File: src/rtl/triangle_tangent_bitangent_macros.svh
// Assertion macros shared by the tangent-space block.
`ifndef TRIANGLE_TANGENT_BITANGENT_MACROS_SVH
`define TRIANGLE_TANGENT_BITANGENT_MACROS_SVH
// Assert that antecedent implies consequent in the same cycle.
`define TTB_ASSERT_IMP(label, ante, cons) \
    label: assert property (@(posedge clk) disable iff (!rst_n) (ante) |-> (cons)) \
        else $error("assertion failed");
// Assert that antecedent implies consequent in the next cycle.
`define TTB_ASSERT_NEXT(label, ante, cons) \
    label: assert property (@(posedge clk) disable iff (!rst_n) (ante) |=> (cons)) \
        else $error("assertion failed");
`endif

File: src/rtl/ttb_pkg.sv
// Shared constants and types for the tangent-space block.
package ttb_pkg;
    localparam int WORD_WIDTH = 32;
    localparam int FRAC_BITS  = 16;
    localparam int PROD_W     = 2 * WORD_WIDTH + 1;
    localparam int NUM_W      = PROD_W + FRAC_BITS;
    localparam int QCNT_W     = $clog2(NUM_W + 1);

    typedef logic signed [WORD_WIDTH-1:0] word_t;
    typedef logic signed [PROD_W-1:0]     prod_t;

    // Saturate a wide difference symmetrically to the word range.
    function automatic word_t sat_delta(input logic signed [WORD_WIDTH:0] d);
        logic signed [WORD_WIDTH:0] dmax;
        dmax = (WORD_WIDTH+1)'((64'd1 << (WORD_WIDTH - 1)) - 64'd1);
        if (d > dmax)
            sat_delta = word_t'(dmax);
        else if (d < -dmax)
            sat_delta = word_t'(-dmax);
        else
            sat_delta = word_t'(d);
    endfunction
endpackage

File: src/rtl/ttb_div.sv
// Bit-serial restoring divider: one quotient bit per cycle with saturation.
module ttb_div
    import ttb_pkg::*;
(
    input  logic  clk,
    input  logic  rst_n,
    input  logic  start,
    input  prod_t num,
    input  prod_t den,
    output logic  busy,
    output logic  done,
    output word_t quo
);
    logic [NUM_W-1:0]  n_reg, n_next;
    logic [PROD_W:0]   r_reg, r_next;
    logic [NUM_W-1:0]  q_reg, q_next;
    logic [PROD_W-1:0] d_reg;
    logic              neg_reg;
    logic [QCNT_W-1:0] cnt_reg, cnt_next;
    logic              busy_reg, busy_next, done_reg, done_next;
    logic [PROD_W:0]   shifted;
    logic [PROD_W-1:0] num_mag, den_mag;
    logic [WORD_WIDTH-1:0] lim, mag;

    assign num_mag = num[PROD_W-1] ? PROD_W'(-num) : PROD_W'(num);
    assign den_mag = den[PROD_W-1] ? PROD_W'(-den) : PROD_W'(den);
    assign shifted = {r_reg[PROD_W-1:0], n_reg[NUM_W-1]};

    // Step the shift-subtract loop
    always_comb
    begin
        n_next = n_reg;
        r_next = r_reg;
        q_next = q_reg;
        cnt_next = cnt_reg;
        busy_next = busy_reg;
        done_next = 1'b0;
        if (start)
        begin
            n_next = {num_mag, {FRAC_BITS{1'b0}}};
            r_next = '0;
            q_next = '0;
            cnt_next = QCNT_W'(NUM_W);
            busy_next = 1'b1;
        end
        else if (busy_reg)
        begin
            n_next = n_reg << 1;
            if (shifted >= {1'b0, d_reg})
            begin
                r_next = shifted - {1'b0, d_reg};
                q_next = {q_reg[NUM_W-2:0], 1'b1};
            end
            else
            begin
                r_next = shifted;
                q_next = {q_reg[NUM_W-2:0], 1'b0};
            end
            cnt_next = cnt_reg - 1'b1;
            if (cnt_reg == QCNT_W'(1))
            begin
                busy_next = 1'b0;
                done_next = 1'b1;
            end
        end
    end

    always_ff @(posedge clk or negedge rst_n)
    begin
        if (!rst_n)
        begin
            busy_reg <= 1'b0;
            done_reg <= 1'b0;
            cnt_reg <= '0;
        end
        else
        begin
            busy_reg <= busy_next;
            done_reg <= done_next;
            cnt_reg <= cnt_next;
        end
    end

    always_ff @(posedge clk)
    begin
        n_reg <= n_next;
        r_reg <= r_next;
        q_reg <= q_next;
        if (start)
        begin
            d_reg <= den_mag;
            neg_reg <= num[PROD_W-1] ^ den[PROD_W-1];
        end
    end

    // Saturate the magnitude and apply the sign
    always_comb
    begin
        lim = neg_reg ? {1'b1, {(WORD_WIDTH-1){1'b0}}} : {1'b0, {(WORD_WIDTH-1){1'b1}}};
        if (q_reg > NUM_W'(lim))
            mag = lim;
        else
            mag = q_reg[WORD_WIDTH-1:0];
    end

    assign quo  = neg_reg ? word_t'(-mag) : word_t'(mag);
    assign busy = busy_reg;
    assign done = done_reg;
endmodule

File: config.mk
export PLATFORM = sky130hd
export DESIGN_NAME = ttb_div
export DESIGN_NICKNAME = d
export VERILOG_FILES = /design/src/rtl/triangle_tangent_bitangent_macros.svh /design/src/rtl/ttb_pkg.sv /design/src/rtl/ttb_div.sv
export SDC_FILE = /design/constraint.sdc
export NUM_CORES = 1
export LEC_CHECK = 0
export ABC_AREA = 1
export BUFFER_PORTS_ARGS = -buffer_cell sky130_fd_sc_hd__clkbuf_2
export CAP_MARGIN = 15
export CORE_UTILIZATION = 56
export CTS_CLUSTER_DIAMETER = 50
export DETAILED_ROUTE_END_ITERATION = 8
export GPL_TIMING_DRIVEN = 1
export PLACE_DENSITY = 0.9
export RECOVER_POWER = 50
export SYNTH_ARGS = -nofsm -noshare
export SYNTH_HDL_FRONTEND = slang
export SYNTH_SLANG_ARGS = --single-unit
File: constraint.sdc
create_clock -name clk -period 4.2 [get_ports clk]
set_clock_uncertainty 0.05 [all_clocks]
set_input_delay 0.42 -clock clk [delete_from_list [all_inputs] [get_ports clk]]
set_output_delay 0.42 -clock clk [all_outputs]
set_load 0.01 [all_outputs]
======== Word-level counts from Yosys, hierarchy flattened ========
Index checks and enable logic that the tools add are counted.
word-level totals
  bits in registers ....................... 286
  word-level logic and storage cells ...... 36
  bits of input ports ..................... 133
  output and inout port bits .............. 34
cells by class
  muxes and demuxes ....................... 17
  magnitude comparators ................... 2
  equal/unequal tests ..................... 1
  bitwise gates (word level) .............. 1
  $add $sub $neg .......................... 5
  reduce and logical (&&, ||, !) cells .... 1
operator list
  kind                                                                    count
  81-bit two-way mux                                                      2
  65-bit two-way mux                                                      2
  65-bit negator                                                          2
  32-bit two-way mux                                                      3
  81-bit by 32-bit greater-than comparator with 1-bit output              1
  66-bit by 65-bit greater-or-equal comparator with 1-bit output          1
  65-bit subtractor                                                       1
  64-bit two-way mux                                                      1
  32-bit negator                                                          1
  7-bit two-way mux                                                       2
  7-bit by 1-bit equality test with 1-bit output (second input constant)  1
  1-bit two-way mux                                                       7
  7-bit by 1-bit subtractor with 7-bit output (second input constant)     1
  2-bit nonzero test                                                      1
  1-bit XOR                                                               1

======== Longest topological paths before layout ========
Gate-level depths: netlist of the first run.
  word-level depth ........................ 5
  gate-level depth with buffers ........... 26
  depth with buffers taken out ............ 25

======== Least setup slack after synthesis of the first run ========
OpenSTA, ideal clock, no wires.
  path kind ............................... register -> output
  from .................................... reg neg_reg
  to ...................................... out quo[8]
  cell stages (with the launch flop) ...... 20
  arrival time ............................ 3.892 ns
  slack ................................... -0.162 ns
  buffers on the path ..................... 2
  required time ........................... 3.730 ns
  path through ............................ edfxtp_1 > clkinv_1 > ha_1 > nand2_1 > nor2_2 > nand2_1 > nor3_2 > nand4_1 > nand3_2 > buf_2 > buf_2 > nand2_1 > inv_1 > ha_1 > inv_1 > nor2_2 > nand3_2 > inv_1 > a21oi_1 > o21ai_0
on the way
  longest elaborated chain between the ends .. 5
RTL lines
  item                                                        RTL line        text
  start, declared                                             ttb_div.sv:18   logic neg_reg;
  start signal, assigned                                      ttb_div.sv:92   neg_reg <= num[PROD_W-1] ^ den[PROD_W-1];
  32-bit two-way mux                                          ttb_div.sv:99   lim = neg_reg ? {1'b1, {(WORD_WIDTH-1){1'b0}}} : {1'b0, {(WORD_WIDTH-1){1'b1}}};
  81-bit by 32-bit greater-than comparator with 1-bit output  ttb_div.sv:100  if (q_reg > NUM_W'(lim))
  32-bit two-way mux                                          ttb_div.sv:100
  32-bit negator                                              ttb_div.sv:106  assign quo = neg_reg ? word_t'(-mag) : word_t'(mag);
  32-bit two-way mux (*)                                      ttb_div.sv:106
  end, declared                                               ttb_div.sv:12   output word_t quo
Every way passes the cells marked *; elsewhere a longest branch is shown, timed or not.

======== Worst setup path in the final report of the first run ========
  from .................................... reg neg_reg
  to ...................................... out quo[28]
The elaborated chain is that of the path after synthesis.

==> summary.txt, run 1 <==
status: finished with violations
failing checks: max-capacitance violations, max-slew violations, negative setup slack
Final ANT Viol Nets: 0
Power Dens Cells: 484.2 nW/µm²
DP Cell Count: 3508
DR pass1 iterations: 6
yosys warns: 0
crit path kind: reg2out
first-pass GRT wire length: 95830 µm
worst-skew pair later-pin latency: 0.56 ns
HP Start: den[61]
Die ar.: 37660 µm²
IO Pins: 167
syn_area_per_cell: 7.015 µm²
Non-Filler Instances: 3609
Max-cap violations: 4
leading area contributor after synthesis: edfxtp_1
Post-Synthesis Cells: 2945
startpoint types: flip-flop
critical path data required time: 3.73 ns
Final Setup Violations: 25
FF-to-FF End: q_reg[17]
Util after Layout: 0.6742
Worst Path Arrival: 3.95 ns
CTS Buf Count: 37
syn_nets: 3181
Initial Util: 0.5752
Worst-Margin Slew: 2.974 ns
Hold Path Class: in2reg
DRC: 0
sw frac: 0.4018
sequential fraction of design power: 0.307
final worst slack: -0.2218 ns
GR Overflow Total: 0
fin crit period: 4.422 ns
clk buf depth: 3
Worst R2R Path Depth: 5
worst reg2reg setup slack: 0.20 ns
TritonCTS clock tree: built
Hold Crit Depth: 3
area grow syn2layout: 17.21%
H-tree depth: 2
post-synthesis register bit count: 286
Die Ht: 194.1 µm
routed wire length: 63180 µm
die width: 194.1 µm
final hold violation count: 0
core area: 35910 µm²
layout cells sized above 1: 0.1405
cell area after layout: 24210 µm²
nets@finish: 3345
Largest register FFs: 81
Iter 0 DRT Violations: 2133
initial antenna violation count: 16
largest net degree at the start of global routing: 90
# rows: 69
clk sinks: 286
global-route usage over all layers: 0.3117
crit-path max FO: 8
vias per cell: 5.821
cell internal pwr: 7.013 mW
Post-Syn Area: 20660 µm²
Max-slew headroom: -0.9827
fin. max-slew vios: 243
clock slew at reported path FFs: 0.06 ns
Routability Congestion: 1.032
share of the synthesized area in the top cell type: 0.1904
DP Worst Slack: 0.5319 ns
wire length per cell: 17.51 µm
Post-DP HPWL: 44700 µm
FMAX: 226.2 MHz
via count: 21010
port buffer count: 166
worst vdd ir: 284.0 µV
DP Area: 21910 µm²
# fillers: 2847
RSZ-0062 raised after global routing: yes
sequential element share of the synthesized area: 0.3428
final worst-path cycle share: 1.053
NetSw: 4.711 mW
RR Startpoint: busy
Hold Crit Endpoint: d_reg[61]
Lkg Pwr: 11.04 nW
clock power share: 0.273
Root Buffer: clkbuf_16
critical path endpoint category: output port
worst hold slack: 0.1080 ns
Synth cell types: 59
vias in the first global route: 19120
logic gate share of total power: 0.421
ranking of synthesized cells by area: edfxtp_1 19%, dfxtp_1 14%, nand2_1 12%
-- metal layers --
layer	wire length (µm)	share of wire	GRT usage
met5	54	0.00085	0
met4	2669	0.042	0.1170
met3	6585	0.10	0.07480
met2	27680	0.44	0.4908
met1	26190	0.41	0.4139
-- cells in the final DEF, fill, tap and decap left out, types with 20 or more instances in the layout --
cell       count
nand2_1      638
nand2_2       31
inv_1        394
nand4_1       28
a31oi_1       28
ha_1          82
nor2_1       304
a21oi_1      140
o22ai_1       90
nand3_1      118
ha_4          20
clkbuf_16     45
nor3_1        47
edfxtp_1     131
nor4_1        27
nor2_2        27
xor2_1        85
o21ai_0      218
dfxtp_1      146
xnor2_1       68
clkbuf_2     148
-- how the worst max path moves through the flow --
stage / startpoint / end / slack, ns / depth (start not counted)
final: neg_reg / quo[28] / -0.22 / 24
after global routing: neg_reg / quo[28] / -0.47 / 24
after CTS: neg_reg / quo[31] / 0.004 / 21
after detailed placement: neg_reg / quo[31] / 0.53 / 21
after global placement: neg_reg / quo[20] / 0.65 / 23
after floorplan: neg_reg / quo[8] / 0.02 / 19
-- power by group through the flow --
stage          clock network, mW  logic (mW)  registers, mW
6_report                    3.20        4.93           3.59
3_3_place_gp                   0        4.54           3.62
4_1_cts                     3.22        4.66           3.58
2_1_floorplan                  0        3.48           3.57
5_1_grt                     3.33        5.46           3.64
3_5_place_dp                   0        4.61           3.63
-- through the flow --
stage / setup TNS [ns] / power (mW)
final: -2.405 / 11.72
after detailed placement: 0 / 8.236
after floorplan: 0 / 7.043
after global placement: 0 / 8.163
after global routing: -10.35 / 12.43
after CTS: 0 / 11.46
-- critical path, cell delays in order, from the launching register on --
cell	delay, ns
edfxtp_1	0.47
buf_6	0.16
buf_12	0.13
ha_1	0.32
nand2_2	0.07
nor2_2	0.13
nand2_2	0.09
nor3_4	0.12
nand2_1	0.08
nor2_2	0.11
nand2_2	0.09
nand2_4	0.11
nand2_8	0.10
clkbuf_16	0.19
nand2_4	0.11
nand3_1	0.12
nor2_1	0.17
nand2_1	0.09
nor2_2	0.14
nand2_1	0.10
nand2_1	0.12
nand2_1	0.08
nand2_1	0.08
nand2_1	0.06
buf_2	0.14
-- cell families (layout without fill, tap and decap cells) --
group	count (synthesis)	after routing	share of synthesized area
other	0	10	0
DFF	286	286	0.3428
buffers and inverters	497	690	0.09321
AOI/OAI and AO/OA	592	592	0.1636
xor gates and xnor gates	153	153	0.06487
and+or+nand+nor	1313	1313	0.2722
adders and majority gates	103	103	0.06275
muxes	1	1	0.0005451
-- area by class of cell --
| class | count | area (µm²) | area share |
|---|---|---|---|
| sequential | 286 | 7082 | 0.2925 |
| antenna | 10 | 25.02 | 0.001033 |
| timing repair buffer | 212 | 1405 | 0.05803 |
| clock inverter | 21 | 215.2 | 0.008888 |
| inverter | 410 | 1546 | 0.06387 |
| clock buffer | 47 | 1025 | 0.04232 |
| multi-input combinational | 2162 | 12340 | 0.5096 |
| tap | 461 | 576.8 | 0.02382 |
-- Yosys cell counts (all sizes together) --
library cell  number
a211oi             4
a21boi             6
a21o              16
a21oi            142
a221oi             2
a22o              11
a31o               2
a31oi             28
a41oi              1
and2               2
and3               3
buf               32
clkbuf            55
clkinv             2
dfrtp              9
dfxtp            146
edfxtp           131
fa                 1
ha               102
inv              408
mux2               1
nand2            690
nand3            139
nand3b            12
nand4             28
nor2             342
nor3              50
nor3b              2
nor4              27
o211ai             8
o21a              12
o21ai            244
o21bai            14
o221ai             1
o22ai             90
o31ai             10
o41ai              1
or2               18
xnor2             68
xor2              85
-- repair_timing --
action / 4_1_cts / 5_1_grt
setup buffers: 0 / 15
hold buffers: 1 / 0
hold endpoints to repair: 9 / 0
resized for setup: 1 / 183
pin swaps: 0 / 14
setup endpoints to repair: 4 / 28
gates cloned: 0 / 7
Power figures use the tool's default switching activity.
==> run 2, diff against run 1 <==
--- a/config.mk
+++ b/config.mk
@@ -5,14 +5,14 @@
 export SDC_FILE = /design/constraint.sdc
 export NUM_CORES = 1
 export LEC_CHECK = 0
-export ABC_AREA = 1
+export ABC_AREA = 0
 export BUFFER_PORTS_ARGS = -buffer_cell sky130_fd_sc_hd__clkbuf_2
 export CAP_MARGIN = 15
-export CORE_UTILIZATION = 56
+export CORE_UTILIZATION = 55
 export CTS_CLUSTER_DIAMETER = 50
 export DETAILED_ROUTE_END_ITERATION = 8
 export GPL_TIMING_DRIVEN = 1
-export PLACE_DENSITY = 0.9
+export PLACE_DENSITY = 0.89
 export RECOVER_POWER = 50
 export SYNTH_ARGS = -nofsm -noshare
 export SYNTH_HDL_FRONTEND = slang
==> run 2 against run 1 <==
Net effect: the run ends with design-rule violations, max-capacitance violations, max-slew violations, negative setup slack left; cell count shrank 19%; count of clock-buffer cells in the layout is 1 lower; hold slack better by 0.045 ns; core utilization fell by 0.37 points; sequential cell count did not move; power up 3.7%; clock power is 5% lower; via count down 15%.
==> summary.txt, run 2 <==
status: finished with violations
failing checks: design-rule violations, max-capacitance violations, max-slew violations, negative setup slack
# rows: 67 (-2.9%)
vias in the first global route: 17460 (-8.7%)
DRC: 1 (+1)
Max-slew headroom: -1.140 (-0.1570)
CTS Buf Count: 37 (unchanged)
area grow syn2layout: 18.98%
Synth Area in Simple Gates: 0.1799 (-0.09234)
main combinational cell family by area after synthesis: compound AO/OA/AOI/OAI gates
worst reg2reg setup slack: -0.46 ns (-0.66 ns)
Die ar.: 35450 µm² (-5.9%)
total power: 12.16 mW (+3.7%)
Routability Congestion: 0.9742 (-5.6%)
share of the synthesized area in the top cell type: 0.2061 (+0.01570)
sequential fraction of design power: 0.305 (-0.002)
leading area contributor after synthesis: edfxtp_1
layout cells sized above 1: 0.1843 (+0.04378)
most common cell after layout, fill and taps aside: nor2_1
die width: 188.3 µm (-3.0%)
logic gate share of total power: 0.444 (+0.023)
Final ANT Viol Nets: 0 (unchanged)
Synth cell types: 73 (+24%)
via count: 17810 (-15%)
H-tree depth: 2 (unchanged)
fin. max-slew vios: 385 (+58%)
Largest register FFs: 81 (unchanged)
most frequent cells in the layout: 290 x nor2_1, 167 x a21oi_1, 155 x clkbuf_2, 146 x dfxtp_1, 142 x nand2_1
yosys warns: 0 (unchanged)
Initial Util: 0.5635 (-0.01171)
IO Pins: 167 (unchanged)
FF-to-FF End: r_reg[12]
Worst Path Arrival: 4.78 ns (+0.83 ns)
post-synthesis mux area share: 0.05383 (+0.05328)
DR pass1 iterations: 8 (+2)
clock slew at reported path FFs: 0.06 ns (about the same)
initial antenna violation count: 1 (-15)
Worst-Margin Slew: 3.210 ns (+0.2355 ns)
critical path endpoint category: output port
syn_area_per_cell: 8.620 µm² (+23%)
number of flops mapped to enable cells by yosys: 131 (unchanged)
worst vdd ir: 459.9 µV (+62%)
syn_nets: 2450 (-23%)
Post-Synthesis Cells: 2214 (-25%)
crit path kind: reg2out
post-synthesis register bit count: 286 (unchanged)
final worst-path cycle share: 1.249 (+0.1965)
ys async rst share: 0.03147 (unchanged)
Die Ht: 188.3 µm (-3.0%)
FMAX: 190.6 MHz (-16%)
cell internal pwr: 7.362 mW (+5.0%)
RSZ-0062 raised after global routing: yes
NetSw: 4.795 mW (+1.8%)
nets@finish: 2681 (-20%)
final hold violation count: 0 (unchanged)
Hold Path Class: in2reg
TritonCTS clock tree: built
top_reg_cell synth: dfxtp_1
RR Startpoint: busy
routed wire length: 50290 µm (-20%)
post-synthesis compound-gate area fraction: 0.1920 (+0.02837)
critical path data required time: 3.73 ns (about the same)
Max-cap violations: 5 (+1)
sw frac: 0.3944 (-0.007425)
final worst slack: -1.047 ns (-0.8255 ns)
core area: 33870 µm² (-5.7%)
ranking of synthesized cells by area: edfxtp_1 21%, dfxtp_1 15%, ha_1 6.7%
startpoint types: flip-flop
most common cell in the synthesized netlist: nor2_1
clk buf depth: 3 (unchanged)
HP Start: den[28]
sequential element share of the synthesized area: 0.3711 (+0.02827)
wire length per cell: 17.20 µm (-1.7%)
adder and majority cell fraction of the synthesized area: 0.06792 (+0.005175)
crit-path max FO: 7 (-1)
global-route usage over all layers: 0.2758 (-0.03589)
Post-DP HPWL: 35510 µm (-21%)
first-pass GRT wire length: 82040 µm (-14%)
Post-synth top cells: 294 x nor2_1, 180 x a21oi_1, 147 x o21ai_0
clk sinks: 286 (unchanged)
Final Setup Violations: 93 (+270%)
DP Worst Slack: -0.4152 ns (-0.9471 ns)
Power Dens Cells: 535.4 nW/µm² (+11%)
worst-skew pair later-pin latency: 0.53 ns (-0.03 ns)
largest net degree at the start of global routing: 168 (+87%)
Hold Crit Endpoint: d_reg[28]
clock power share: 0.251 (-0.022)
Hold Crit Depth: 2 (-1)
Post-Syn Area: 19080 µm² (-7.6%)
vias per cell: 6.094 (+4.7%)
port buffer count: 166 (unchanged)
fin crit period: 5.247 ns (+0.8255 ns)
Lkg Pwr: 9.934 nW (-10%)
GR Overflow Total: 0 (unchanged)
Root Buffer: clkbuf_16
Worst R2R Path Depth: 4 (-1)
xor/xnor share of the synthesized area: 0.09087 (+0.02600)
Iter 0 DRT Violations: 1491 (-30%)
## run 2: power by group through the flow
stage	Combinational (mW)	Clock [mW]	Sequential (mW)
after floorplan	3.83	0	3.66
after global placement	4.93	0	3.72
after detailed placement	5.08	0	3.74
after CTS	5.23	3.09	3.69
after global routing	5.94	3.20	3.75
final	5.40	3.05	3.71
## run 2: area by class of cell
type	instances	area, µm²
inverter	107	417.9
clock buffer	46	980.9
sequential	286	7083
antenna	1	2.502
multi-input combinational	1702	11500
fill	2584	11160
timing repair buffer	311	1957
clock inverter	22	207.7
tap	448	560.5
## run 2: worst max-delay path, stage by stage, from the launching register on
cell       delay (ns)
edfxtp_1         0.45
buf_6            0.18
ha_1             0.30
a21o_1           0.19
a21o_1           0.18
a21oi_1          0.20
o21ai_1          0.13
a21oi_1          0.23
o21ai_2          0.11
buf_4            0.15
a2111oi_4        0.41
a21boi_4         0.11
inv_2            0.08
ha_4             0.13
nand3b_1         0.10
or4_4            0.47
nor2_4           0.12
nand2_4          0.09
o31ai_4          0.20
xor2_1           0.21
a21oi_2          0.07
clkbuf_2         0.13
## run 2: logic make-up (layout without fill, tap and decap cells)
logic type | after synthesis | count (layout)
AOI/OAI and AO/OA | 583 | 583
xor gates and xnor gates | 198 | 198
adders and majority gates | 103 | 103
buffers and inverters | 226 | 486
DFF | 286 | 286
muxes | 102 | 102
other | 0 | 1
and+or+nand+nor | 716 | 716
## run 2: worst max-delay path by stage
stage,depth (start not counted),slack (ns),start,to
2_1_floorplan,20,-0.65,neg_reg,quo[24]
3_3_place_gp,13,-0.35,den[14],d_reg[58]
3_5_place_dp,13,-0.42,den[14],d_reg[58]
4_1_cts,21,-0.76,neg_reg,quo[24]
5_1_grt,21,-1.22,neg_reg,quo[24]
6_report,21,-1.05,neg_reg,quo[24]
## run 2: what timing repair did
action | CTS | global route
hold buffers | 1 | 0
setup endpoints to repair | 26 | 49
hold endpoints to repair | 9 | 0
resized for setup | 43 | 37
pin swaps | 19 | 22
buffers inserted | 11 | 5
gates cloned | 2 | 0
## run 2: stage by stage
step / std cells / cell area [µm²] / setup TNS (ns) / hold WS (ns) / util
finish: 2923 / 22710 / -35.59 / 0.1526 / 0.6705
detailed placement: 2835 / 21170 / -5.522 / 0.2447 / 0.6251
global route: 2923 / 22710 / -80.76 / 0.1392 / 0.6705
CTS: 2917 / 22660 / -11.37 / 0.1361 / 0.6689
global placement: 2835 / 21170 / -3.649 / 0.2345 / 0.6251
floorplan: 2214 / 19260 / -4.342 / 0.07441 / -
## run 2: routing by layer
metal / part of all wire / track usage / up-vias
met5: 0 / 0 / -
met4: 0.041 / 0.1201 / 0
met3: 0.054 / 0.03576 / 185
met2: 0.50 / 0.4923 / 713
met1: 0.41 / 0.3308 / 8374
li1: - / - / 8541
